### src/hw/rtl/pctr_pkg.sv
// ----------------------------------------------------------------------------
// pctr_pkg: shared types and codes for the peer candidate table
// Request and result layouts, command and status codes, the token that walks
// the cell chain and the per-cycle control broadcast to every cell.
// ----------------------------------------------------------------------------
`default_nettype none

package pctr_pkg;

  localparam logic [1:0] CMD_UPSERT = 2'd0;
  localparam logic [1:0] CMD_CLEAR  = 2'd1;
  localparam logic [1:0] CMD_READ   = 2'd2;

  localparam logic [2:0] ST_UPDATED  = 3'd0;
  localparam logic [2:0] ST_APPENDED = 3'd1;
  localparam logic [2:0] ST_DROPPED  = 3'd2;
  localparam logic [2:0] ST_CLEARED  = 3'd3;
  localparam logic [2:0] ST_ENTRY    = 3'd4;
  localparam logic [2:0] ST_ABSENT   = 3'd5;

  typedef struct packed {
    logic [1:0]        command;
    logic [47:0]       station_addr;
    logic [7:0]        peer_channel;
    logic signed [7:0] peer_rssi;
    logic [31:0]       now_ms;
    logic [7:0]        want_rank;
  } in_req_t;

  typedef struct packed {
    logic [2:0]        status;
    logic [47:0]       out_addr;
    logic [7:0]        out_channel;
    logic signed [7:0] out_rssi;
    logic [31:0]       out_seen_ms;
    logic [4:0]        out_count;
  } out_res_t;

  // Request token travelling one cell per cycle. For a read, the entry
  // fields are overwritten by the cell that holds the wanted rank.
  typedef struct packed {
    logic              vld;
    logic [1:0]        cmd;
    logic [47:0]       addr;
    logic [7:0]        chan;
    logic signed [7:0] rssi;
    logic [31:0]       seen;
    logic [7:0]        want;
    logic              done;
    logic [2:0]        status;
  } tok_t;

  // Strength value rotating around the ring during rank computation.
  typedef struct packed {
    logic              vld;
    logic signed [7:0] rssi;
  } ring_t;

  typedef struct packed {
    logic load_ring;
    logic shift_ring;
  } cell_ctl_t;

  typedef enum logic [2:0] {
    S_IDLE,
    S_LOAD,
    S_RANK,
    S_LAUNCH,
    S_WALK,
    S_DONE
  } state_t;

endpackage

`default_nettype wire

### src/hw/rtl/pctr_cell.sv
// ----------------------------------------------------------------------------
// pctr_cell: one table slot of the peer candidate chain
// Holds one entry, works on the request token passing through, and counts
// its own strength rank from the values rotating around the ring.
// ----------------------------------------------------------------------------
`default_nettype none

module pctr_cell #(
  parameter int TABLE_ENTRIES = 16,
  parameter int CELL_INDEX    = 0,
  localparam int CW = $clog2(TABLE_ENTRIES + 1),
  localparam int IW = (TABLE_ENTRIES > 1) ? $clog2(TABLE_ENTRIES) : 1
) (
  input  wire                  clk,
  input  wire                  rst_n,
  input  pctr_pkg::cell_ctl_t  ctl,
  input  wire [CW-1:0]         fill,
  input  pctr_pkg::tok_t       tok_in,
  output pctr_pkg::tok_t       tok_out,
  input  pctr_pkg::ring_t      ring_in,
  input  wire [IW-1:0]         ring_in_idx,
  output pctr_pkg::ring_t      ring_out,
  output logic [IW-1:0]        ring_out_idx
);

  logic [47:0]        addr_r;
  logic [7:0]         chan_r;
  logic signed [7:0]  rssi_r;
  logic [31:0]        seen_r;
  logic [IW-1:0]      rank_r;
  pctr_pkg::tok_t     tok_r, tok_nxt;
  pctr_pkg::ring_t    ring_r;
  logic [IW-1:0]      ring_idx_r;
  logic               mine_valid, at_tail, wr_en, beats_me;

  assign mine_valid = (CW'(CELL_INDEX) < fill);
  assign at_tail    = (CW'(CELL_INDEX) == fill);

  always_comb begin
    tok_nxt = tok_in;
    wr_en   = 1'b0;
    if (tok_in.vld && !tok_in.done) begin
      if (tok_in.cmd == pctr_pkg::CMD_UPSERT) begin
        if (mine_valid && addr_r == tok_in.addr) begin
          wr_en          = 1'b1;
          tok_nxt.done   = 1'b1;
          tok_nxt.status = pctr_pkg::ST_UPDATED;
        end else if (at_tail) begin
          wr_en          = 1'b1;
          tok_nxt.done   = 1'b1;
          tok_nxt.status = pctr_pkg::ST_APPENDED;
        end
      end else if (tok_in.cmd == pctr_pkg::CMD_READ) begin
        if (mine_valid && 8'(rank_r) == tok_in.want) begin
          tok_nxt.addr   = addr_r;
          tok_nxt.chan   = chan_r;
          tok_nxt.rssi   = rssi_r;
          tok_nxt.seen   = seen_r;
          tok_nxt.done   = 1'b1;
          tok_nxt.status = pctr_pkg::ST_ENTRY;
        end
      end
    end
  end

  // A stronger entry, or an equal one inserted earlier, ranks ahead of this one.
  assign beats_me = ring_in.vld &&
                    (ring_in.rssi > rssi_r ||
                     (ring_in.rssi == rssi_r && ring_in_idx < IW'(CELL_INDEX)));

  always_ff @(posedge clk) begin
    if (!rst_n) begin
      tok_r.vld  <= 1'b0;
      ring_r.vld <= 1'b0;
    end else begin
      tok_r.vld <= tok_nxt.vld;
      if (ctl.load_ring) begin
        ring_r.vld <= mine_valid;
      end else if (ctl.shift_ring) begin
        ring_r.vld <= ring_in.vld;
      end
    end
    tok_r.cmd    <= tok_nxt.cmd;
    tok_r.addr   <= tok_nxt.addr;
    tok_r.chan   <= tok_nxt.chan;
    tok_r.rssi   <= tok_nxt.rssi;
    tok_r.seen   <= tok_nxt.seen;
    tok_r.want   <= tok_nxt.want;
    tok_r.done   <= tok_nxt.done;
    tok_r.status <= tok_nxt.status;
    if (wr_en) begin
      addr_r <= tok_in.addr;
      chan_r <= tok_in.chan;
      rssi_r <= tok_in.rssi;
      seen_r <= tok_in.seen;
    end
    if (ctl.load_ring) begin
      ring_r.rssi <= rssi_r;
      ring_idx_r  <= IW'(CELL_INDEX);
      rank_r      <= '0;
    end else if (ctl.shift_ring) begin
      ring_r.rssi <= ring_in.rssi;
      ring_idx_r  <= ring_in_idx;
      if (beats_me) begin
        rank_r <= rank_r + IW'(1);
      end
    end
  end

  assign tok_out      = tok_r;
  assign ring_out     = ring_r;
  assign ring_out_idx = ring_idx_r;

endmodule

`default_nettype wire

### src/hw/rtl/peer_candidate_table_rank_core.sv
// ----------------------------------------------------------------------------
// peer_candidate_table_rank_core: ranked table of discovered radio peers
// Keeps up to TABLE_ENTRIES peers keyed by address in a chain of cells,
// answers upserts, clears and reads by strength rank, one result per request.
// ----------------------------------------------------------------------------
//
//   Channel | Ports                          | Direction | Moves
//   --------+--------------------------------+-----------+----------------------
//   input   | in_valid, in_stall, in_data    | into core | one request
//   result  | out_valid, out_stall, out_data | out of    | one result per request
//
// Steps: an upsert goes from acceptance to launch, then the token walks one cell
// per cycle down the chain and the result is taken from the tail. A read that
// hits a valid rank adds a load step and one pass of the strength ring around
// all cells before the launch and token walk. Clears, unused commands and reads
// beyond the fill count go straight to the done state. The core goes idle in
// the cycle after the result is loaded, and only then takes the next request.
// Reset clears the fill count, state and valid flags; table contents are not
// cleared and are never read before being written.
// A stalled result holds in the output register; a new request is taken while
// it waits, and its own result waits in the done state until the register frees.
`default_nettype none

module peer_candidate_table_rank_core #(
  parameter int TABLE_ENTRIES = 16
) (
  input  wire                clk,
  input  wire                rst_n,
  input  wire                in_valid,
  output logic               in_stall,
  input  pctr_pkg::in_req_t  in_data,
  output logic               out_valid,
  input  wire                out_stall,
  output pctr_pkg::out_res_t out_data
);

  localparam int CW = $clog2(TABLE_ENTRIES + 1);
  localparam int IW = (TABLE_ENTRIES > 1) ? $clog2(TABLE_ENTRIES) : 1;

  pctr_pkg::state_t    state_r, state_nxt;
  pctr_pkg::in_req_t   req_r;
  logic [CW-1:0]       fill_r, fill_nxt;
  logic [IW-1:0]       step_r, step_nxt;
  logic [2:0]          res_status_r, res_status_nxt;
  logic [47:0]         res_addr_r, res_addr_nxt;
  logic [7:0]          res_chan_r, res_chan_nxt;
  logic signed [7:0]   res_rssi_r, res_rssi_nxt;
  logic [31:0]         res_seen_r, res_seen_nxt;
  logic                out_valid_r;
  pctr_pkg::out_res_t  out_data_r;

  logic                accept, load_out, launch, read_hit;
  pctr_pkg::cell_ctl_t ctl;
  pctr_pkg::tok_t      tok_c [0:TABLE_ENTRIES];
  pctr_pkg::ring_t     ring_c [0:TABLE_ENTRIES-1];
  logic [IW-1:0]       ring_idx_c [0:TABLE_ENTRIES-1];
  pctr_pkg::tok_t      tail;

  assign accept   = in_valid && !in_stall;
  assign read_hit = (in_data.want_rank < 8'(fill_r));
  assign tail     = tok_c[TABLE_ENTRIES];

  // The chain. Each cell passes the token to the next one and hands its ring
  // value to the next one; the last cell closes the ring back to cell zero.
  generate
    for (genvar i = 0; i < TABLE_ENTRIES; i++) begin : g_cell
      localparam int PREV = (i + TABLE_ENTRIES - 1) % TABLE_ENTRIES;
      pctr_cell #(
        .TABLE_ENTRIES (TABLE_ENTRIES),
        .CELL_INDEX    (i)
      ) u_cell (
        .clk          (clk),
        .rst_n        (rst_n),
        .ctl          (ctl),
        .fill         (fill_r),
        .tok_in       (tok_c[i]),
        .tok_out      (tok_c[i+1]),
        .ring_in      (ring_c[PREV]),
        .ring_in_idx  (ring_idx_c[PREV]),
        .ring_out     (ring_c[i]),
        .ring_out_idx (ring_idx_c[i])
      );
    end
  endgenerate

  // Token entering the chain: only valid during the launch cycle.
  always_comb begin
    tok_c[0]      = '0;
    tok_c[0].vld  = launch;
    tok_c[0].cmd  = req_r.command;
    tok_c[0].addr = req_r.station_addr;
    tok_c[0].chan = req_r.peer_channel;
    tok_c[0].rssi = req_r.peer_rssi;
    tok_c[0].seen = req_r.now_ms;
    tok_c[0].want = req_r.want_rank;
    tok_c[0].done = 1'b0;
    if (req_r.command == pctr_pkg::CMD_UPSERT) begin
      tok_c[0].status = pctr_pkg::ST_DROPPED;
    end else begin
      tok_c[0].status = pctr_pkg::ST_ABSENT;
    end
  end

  // Next-state logic, including the result and fill count bookkeeping.
  always_comb begin
    state_nxt      = state_r;
    fill_nxt       = fill_r;
    step_nxt       = step_r;
    res_status_nxt = res_status_r;
    res_addr_nxt   = res_addr_r;
    res_chan_nxt   = res_chan_r;
    res_rssi_nxt   = res_rssi_r;
    res_seen_nxt   = res_seen_r;
    case (state_r)
      pctr_pkg::S_IDLE: begin
        if (accept) begin
          res_addr_nxt = '0;
          res_chan_nxt = '0;
          res_rssi_nxt = '0;
          res_seen_nxt = '0;
          case (in_data.command)
            pctr_pkg::CMD_UPSERT: begin
              state_nxt = pctr_pkg::S_LAUNCH;
            end
            pctr_pkg::CMD_CLEAR: begin
              fill_nxt       = '0;
              res_status_nxt = pctr_pkg::ST_CLEARED;
              state_nxt      = pctr_pkg::S_DONE;
            end
            pctr_pkg::CMD_READ: begin
              if (read_hit) begin
                state_nxt = pctr_pkg::S_LOAD;
              end else begin
                res_status_nxt = pctr_pkg::ST_ABSENT;
                state_nxt      = pctr_pkg::S_DONE;
              end
            end
            default: begin
              res_status_nxt = pctr_pkg::ST_ABSENT;
              state_nxt      = pctr_pkg::S_DONE;
            end
          endcase
        end
      end
      pctr_pkg::S_LOAD: begin
        step_nxt  = '0;
        state_nxt = pctr_pkg::S_RANK;
      end
      pctr_pkg::S_RANK: begin
        step_nxt = step_r + IW'(1);
        if (step_r == IW'(TABLE_ENTRIES - 1)) begin
          state_nxt = pctr_pkg::S_LAUNCH;
        end
      end
      pctr_pkg::S_LAUNCH: begin
        state_nxt = pctr_pkg::S_WALK;
      end
      pctr_pkg::S_WALK: begin
        if (tail.vld) begin
          res_status_nxt = tail.status;
          if (tail.status == pctr_pkg::ST_ENTRY) begin
            res_addr_nxt = tail.addr;
            res_chan_nxt = tail.chan;
            res_rssi_nxt = tail.rssi;
            res_seen_nxt = tail.seen;
          end
          if (tail.status == pctr_pkg::ST_APPENDED) begin
            fill_nxt = fill_r + CW'(1);
          end
          state_nxt = pctr_pkg::S_DONE;
        end
      end
      pctr_pkg::S_DONE: begin
        if (!out_valid_r || !out_stall) begin
          state_nxt = pctr_pkg::S_IDLE;
        end
      end
      default: begin
        state_nxt = pctr_pkg::S_IDLE;
      end
    endcase
  end

  // Output decode per state.
  always_comb begin
    in_stall       = 1'b1;
    ctl.load_ring  = 1'b0;
    ctl.shift_ring = 1'b0;
    launch         = 1'b0;
    load_out       = 1'b0;
    case (state_r)
      pctr_pkg::S_IDLE:   in_stall       = 1'b0;
      pctr_pkg::S_LOAD:   ctl.load_ring  = 1'b1;
      pctr_pkg::S_RANK:   ctl.shift_ring = 1'b1;
      pctr_pkg::S_LAUNCH: launch         = 1'b1;
      pctr_pkg::S_DONE:   load_out       = !out_valid_r || !out_stall;
      default:            in_stall       = 1'b1;
    endcase
  end

  always_ff @(posedge clk) begin
    if (!rst_n) begin
      state_r     <= pctr_pkg::S_IDLE;
      fill_r      <= '0;
      out_valid_r <= 1'b0;
    end else begin
      state_r <= state_nxt;
      fill_r  <= fill_nxt;
      if (load_out) begin
        out_valid_r <= 1'b1;
      end else if (!out_stall) begin
        out_valid_r <= 1'b0;
      end
    end
  end

  always_ff @(posedge clk) begin
    step_r       <= step_nxt;
    res_status_r <= res_status_nxt;
    res_addr_r   <= res_addr_nxt;
    res_chan_r   <= res_chan_nxt;
    res_rssi_r   <= res_rssi_nxt;
    res_seen_r   <= res_seen_nxt;
    if (accept) begin
      req_r <= in_data;
    end
    if (load_out) begin
      out_data_r.status      <= res_status_r;
      out_data_r.out_addr    <= res_addr_r;
      out_data_r.out_channel <= res_chan_r;
      out_data_r.out_rssi    <= res_rssi_r;
      out_data_r.out_seen_ms <= res_seen_r;
      out_data_r.out_count   <= 5'(fill_r);
    end
  end

  assign out_valid = out_valid_r;
  assign out_data  = out_data_r;

  // The fill count never passes the table size.
  a_fill_bound: assert property (@(posedge clk) disable iff (!rst_n)
    fill_r <= CW'(TABLE_ENTRIES))
    else $error("fill count beyond table size");

  // A token leaves the chain only while the walk is in progress.
  a_tail_in_walk: assert property (@(posedge clk) disable iff (!rst_n)
    tail.vld |-> state_r == pctr_pkg::S_WALK)
    else $error("token left the chain outside the walk");

  // Only upserts and reads walk the chain.
  a_walk_cmd: assert property (@(posedge clk) disable iff (!rst_n)
    state_r == pctr_pkg::S_WALK |->
      (req_r.command == pctr_pkg::CMD_UPSERT || req_r.command == pctr_pkg::CMD_READ))
    else $error("chain walk for a command that needs none");

  // An accepted request always leaves the idle state.
  a_accept_busy: assert property (@(posedge clk) disable iff (!rst_n)
    accept |=> state_r != pctr_pkg::S_IDLE)
    else $error("accepted request did not start");

endmodule

`default_nettype wire
### config.mk
export PLATFORM = sky130hd
export DESIGN_NAME = peer_candidate_table_rank_core
export DESIGN_NICKNAME = d
export VERILOG_FILES = /design/src/hw/rtl/pctr_pkg.sv /design/src/hw/rtl/pctr_cell.sv /design/src/hw/rtl/peer_candidate_table_rank_core.sv
export SDC_FILE = /design/constraint.sdc
export NUM_CORES = 2
export LEC_CHECK = 0
export BUFFER_PORTS_ARGS = -buffer_cell sky130_fd_sc_hd__buf_2
export CORE_UTILIZATION = 70
export CTS_BUF_LIST = sky130_fd_sc_hd__clkbuf_2
export CTS_CLUSTER_SIZE = 14
export DETAILED_ROUTE_END_ITERATION = 12
export PLACE_DENSITY = 0.87
export SETUP_SLACK_MARGIN = 0.3
export SYNTH_ARGS = -nofsm -noshare
export SYNTH_HDL_FRONTEND = slang
export SYNTH_SLANG_ARGS = --single-unit
### constraint.sdc
create_clock -name clk -period 11.31 [get_ports clk]
set_clock_uncertainty 0.2 [all_clocks]
set_input_delay 1.131 -clock clk [delete_from_list [all_inputs] [get_ports clk]]
set_output_delay 1.131 -clock clk [all_outputs]
set_load 0.005 [all_outputs]
* Yosys cells after proc, flatten, opt, wreduce, memory -nomap -nowiden
Cells that the tools add are included.
Word-level totals: bits in registers 3895, input port bits 110
Cells by class: add/sub/neg operators 18, $lt $le $gt $ge 49, equal/unequal tests 99, multiplexer cells 329, reductions and logical operators 156
Operators by type and width (number):
- 96-bit 2-to-1 mux | 64
- 48-bit == test | 16
- 4-bit 2-to-1 mux | 89
- 8-bit 2-to-1 mux | 37
- 48-bit 2-to-1 mux | 3
- 4-bit by 8-bit == test with 1-bit output | 16
- 8-bit == test | 16
- 8-bit greater-than comparator | 16
- 1-bit 2-to-1 mux | 103
- 32-bit 2-to-1 mux | 3
- 48-bit one-hot mux with 2 select lines | 1
- 1-bit logical AND | 80
- 4-bit by 1-bit adder with 4-bit output (second input constant) | 17
- 32-bit one-hot mux with 2 select lines | 1
- 3-bit 2-to-1 mux | 16
- 4-bit by 5-bit == test with 1-bit output (first input constant) | 8
- 4-bit by 5-bit less-than comparator with 1-bit output (first input constant) | 8
- 2-bit == test (second input constant) | 17
- 2-bit zero test | 17
- 4-bit less-than comparator (second input constant) | 8
- 8-bit one-hot mux with 2 select lines | 2
- 2-bit AND reduction | 16
- 3-bit by 5-bit == test with 1-bit output (first input constant) | 4
- 3-bit by 5-bit less-than comparator with 1-bit output (first input constant) | 4
- 30 further kinds | 89

* Logic depth before layout (Yosys ltp)
depth in word-level cells 6, depth in mapped cells 10

* Hierarchy
From an unflattened synthesis, not the netlist that was laid out.
Second synthesis, totals: cell total of the unflattened synthesis 9104, area, all modules 138744.3 um2
Modules (own cells, without submodules):
- peer_candidate_table_rank_core | times used 1, cells each 527, area an instance 10835.4 um2
- pctr_cell (g_cell[13].u_cell) | times used 1, cells each 493, area an instance 8393.0 um2
- pctr_cell (g_cell[15].u_cell) | times used 1, cells each 548, area an instance 8186.6 um2
- pctr_cell (g_cell[12].u_cell) | times used 1, cells each 512, area an instance 8132.8 um2
- pctr_cell (g_cell[7].u_cell) | times used 1, cells each 495, area an instance 8057.7 um2
- pctr_cell (g_cell[1].u_cell) | times used 1, cells each 496, area an instance 8000.2 um2
- pctr_cell (g_cell[6].u_cell) | times used 1, cells each 494, area an instance 7960.1 um2
- pctr_cell (g_cell[4].u_cell) | times used 1, cells each 686, area an instance 7945.1 um2
- pctr_cell (g_cell[8].u_cell) | times used 1, cells each 500, area an instance 7932.6 um2
- pctr_cell (g_cell[9].u_cell) | times used 1, cells each 501, area an instance 7926.4 um2
- pctr_cell (g_cell[2].u_cell) | times used 1, cells each 492, area an instance 7923.8 um2
- pctr_cell (g_cell[3].u_cell) | times used 1, cells each 688, area an instance 7918.8 um2
- pctr_cell (g_cell[11].u_cell) | times used 1, cells each 691, area an instance 7916.3 um2
- pctr_cell (g_cell[0].u_cell) | times used 1, cells each 494, area an instance 7908.8 um2
- +3 rows

* Worst setup path after synthesis
Ideal clock, no wire load.
kind input-to-reg, start input port out_stall, end register out_data_r, in the netlist out_data[0] (enable), library setup time 601 ps, arrival time 6169 ps, slack 4340 ps, cell stages on the path 1, buffers on the path 0, cells stage by stage a21oi_1
Between the ends: cells in the longest elaborated chain, start to end 3
RTL lines:
- start: declaration | line peer_candidate_table_rank_core.sv:33 | input wire out_stall,
- 1-bit zero test
- 1-bit logical OR | line peer_candidate_table_rank_core.sv:196 | pctr_pkg::S_DONE: load_out = !out_valid_r || !out_stall;
- 1-bit 2-to-1 mux | line peer_candidate_table_rank_core.sv:191 | case (state_r)
- end: declaration | line peer_candidate_table_rank_core.sv:50 | pctr_pkg::out_res_t out_data_r;
No other way between the ends. A chain may end at the register's enable or synchronous reset.

* Worst setup path after layout
start register state_r[2], end output port in_stall
Between the ends: cells in the longest elaborated chain, start to end 2
RTL lines:
- start: declaration | line peer_candidate_table_rank_core.sv:40 | pctr_pkg::state_t state_r, state_nxt;
- start signal: assignment | line peer_candidate_table_rank_core.sv:203 | state_r <= pctr_pkg::S_IDLE;
- start signal: assignment | line peer_candidate_table_rank_core.sv:207 | state_r <= state_nxt;
- 3-bit zero test | line peer_candidate_table_rank_core.sv:191
- 1-bit 2-to-1 mux | line peer_candidate_table_rank_core.sv:191
- end: declaration | line peer_candidate_table_rank_core.sv:30 | output logic in_stall,
No other way between the ends.

==> results.md <==
* CTS tree: built
* Synthesized Nets at 10170
* Setup TNS at 0 ps
* CP endpoint kind: primary output
* Htree depth at 6
* Final Max Slew Viols at 0
* Std-Cell Rows at between 150 and 200
* Die height at 442 microns
* Power Internal at 0.0230 W
* Nets at 11278
* Worst Tran Pin Value at about 1300 ps
* Routed WL at 272000 microns
* Sequential Power Share at about three fifths
* Net Switching at ~0.009 W
* Required @ worst endpoint at 9980 ps
* Fin. Hold Viols at 0
* Total of max-cap violations at 0
* Largest net degree at the start of global routing at 111
* Mapped Avg Cell Area at 13.7 sq um
* Maximum net fanout on the critical path at between 100 and 150
* CP Launch Type: flip-flop
* Post-synth ARST share at 0%
* Max Clk Rate at 207 MHz
* Synthesized netlist cell count at 9908
* 1st-pass router iterations at 8
* Area of the multi-input gates at 0.0358 sq mm
* Clk pwr share at 26.7%
* Die ar. at 0.195 sq mm
* Sw Ratio at 28.6%
* Post-route DRC at 0
* Core area at 0.192 sq mm
* Commonest non-fill, non-tap cell in the layout: nand2_1
* Most frequent cells in the layout: 2306 x nand2_1, 1977 x edfxtp_1, 1917 x dfxtp_1
* Hpwl dp at 180000 microns
* Critical R2R Launch: fill_r[0]
* Chip width at 442 microns
* Synthesized flop and latch total at 3895
* Layout cell share with drive strength beyond 1 at 22.2%
* Number of flops mapped to enable cells by yosys at 1977
* Count of cell types in the netlist at 78
* Setup Crit Path Kind: flip-flop to primary output
* Initial Util at roughly 70%
* Vias per cell at 5.41
* Seq/Total Area, Yosys at 72.1%
* RSZ-0062 raised after global routing: no
* Mapped Area at ~0.14 sq mm
* Antenna Nets Post-Route at 0
* Yosys warns at 0
* Run status: finished, final reports clean
* Hold Path Origin: g_cell[11].u_cell.tok_out[109]
* Power per standard cell area at 214 mW/mm^2
* Setup crit start: state_r[2]
* Crit path time final at 4830 ps
* Slew Limit Headroom at 12.7%
* Initial antenna violation count at 19
* Inserted Clock Buffers at 872
* Layout area overhead at 10.7%
* Crit path arrival time at 3500 ps
* FILL cells at 10817
* Via Count at approximately 77000
* Combinational Power Share at 13.0%
* Iter 0 DRT Violations at roughly 5200
* Crit share post-route at 42.7%
* Routability cong. at 0.905
* Post-CTS setup repair buffer count at 0
* CTS Buffer Depth at 4
* First-pass GRT wire length at 428000 microns
* VDD IR max at 0.203 mV
* Total track usage at 27.7%
* Clock sink count at 3895
* Post-route core utilization at 78.0%
* I/O Pins at 216
* WL/cell at 19.0 microns
* Leakage power at just under 60 nW
* Resized cells post-CTS at 0
* # setup viols final at 0
* CTS clk-pin slew, worst paths at 120 ps
* Vias in the first global route at 80478
* Seq. cell area at 0.0978 sq mm
* Worst-Skew Late Latency at 1990 ps
* Hold Crit Class: flip-flop to flip-flop
* Most used DFF post-synth: edfxtp_1
* Port-buffer cells at 215
* Overflow after GRT at 0
* CTS Root Cell: clkbuf_2
power groups by stage:
stage          Combinational, W  Sequential (W)  Clock, W
3_5_place_dp            0.00402          0.0197         0
5_1_grt                 0.00461          0.0196   0.00956
4_1_cts                 0.00414          0.0194   0.00878
6_report                0.00418          0.0194   0.00860
2_1_floorplan           0.00289          0.0191         0
3_3_place_gp            0.00388          0.0195         0
sequential cells by signal, indices dropped and copies added, names as in the netlist:
register / flops
step_r: 4
g_cell.u_cell.tok_out: 1765
res_chan_r: 8
g_cell.u_cell.addr_r: 768
g_cell.u_cell.ring_out: 144
g_cell.u_cell.chan_r: 128
fill_r: 5
g_cell.u_cell.rank_r: 64
out_valid: 1
g_cell.u_cell.ring_out_idx: 64
out_data: 104
g_cell.u_cell.seen_r: 512
res_status_r: 3
g_cell.u_cell.rssi_r: 128
res_rssi_r: 8
req_r: 106
res_addr_r: 48
res_seen_r: 32
state_r: 3
cell families (layout without fill, tap and decap cells):
logic type | Yosys count | count (layout) | share of synthesized area [%]
mux | 880 | 880 | 7.29
flops | 3895 | 3895 | 72.1
compound gates | 506 | 506 | 2.20
other cells | 0 | 20 | 0
fa+ha+maj | 152 | 152 | 1.40
xor+xnor | 844 | 844 | 5.45
buf+inv | 527 | 2383 | 1.66
simple gates | 3104 | 3104 | 9.87
cell type report:
type / instances / area share (%)
well taps: 2526 / 2.11
diodes: 20 / 0.0333
inverters: 188 / 0.476
flip-flops and latches: 3895 / 65.1
clock buffers: 1406 / 4.69
repair buffers: 573 / 2.99
clock inverters: 216 / 0.699
multi-input cells: 5486 / 23.9
critical path: stages (launching register included):
cell and delay (ps):
dfxtp_2 330, buf_4 620, or3_1 440, buf_2 180
path summary, 6_finish.rpt:
| check | endpoint | slack (ps) | cells past startpoint |
|---|---|---|---|
| setup / recovery | in_stall | 6480 | 3 |
| hold reg to reg | g_cell[12].u_cell.tok_out[109] | 60 | 0 |
| setup reg to reg | g_cell[14].u_cell.seen_r[24] | 6660 | 7 |
| hold / removal | g_cell[12].u_cell.tok_out[109] | 60 | 0 |
metrics by stage:
step / worst slack (ps) / instance area, sq um / hold slack [ps] / cells / power, W
after global routing: 6190 / 150000 / 59.7 / 14310 / 0.0338
after floorplan: 4340 / 136000 / 122 / 9908 / 0.0220
after detailed placement: 6840 / 139000 / 132 / 12378 / 0.0237
after global placement: 6990 / 139000 / 130 / 12378 / 0.0234
final: 6480 / 150000 / 64.9 / 14310 / 0.0322
after CTS: 6180 / 150000 / 1.03 / 14290 / 0.0323
cells in the mapped netlist (104+ instances only):
cell      number  area [sq um]
buf_2        117           586
dfxtp_1     1918         38400
clkbuf_1     177           664
xor2_1       333          2920
nor4_1       123           769
edfxtp_1    1977         59400
nand2_1     2308          8660
nand4_1      162          1010
nor2_1       106           398
o21ai_0      245          1230
and3_1       121           757
xnor2_1      511          4480
mux2_2       820          9230
inv_1        184           691
ha_1         152          1900
a21oi_1      104           521
metal layers:
metal / GRT usage [%] / vias to the layer above / wire (microns)
li1: - / 37255 / -
met1: 32.2 / 37008 / 105000
met2: 47.4 / 2475 / 138000
met3: 5.88 / 607 / 14700
met4: 16.6 / 6 / 14200
met5: 0 / - / 40
what timing repair did:
action,in CTS,in global routing
endpoints found under the hold margin,293,0
hold buffers,290,0
endpoints found under the setup margin,0,0
(Power assumes the default switching activity.)
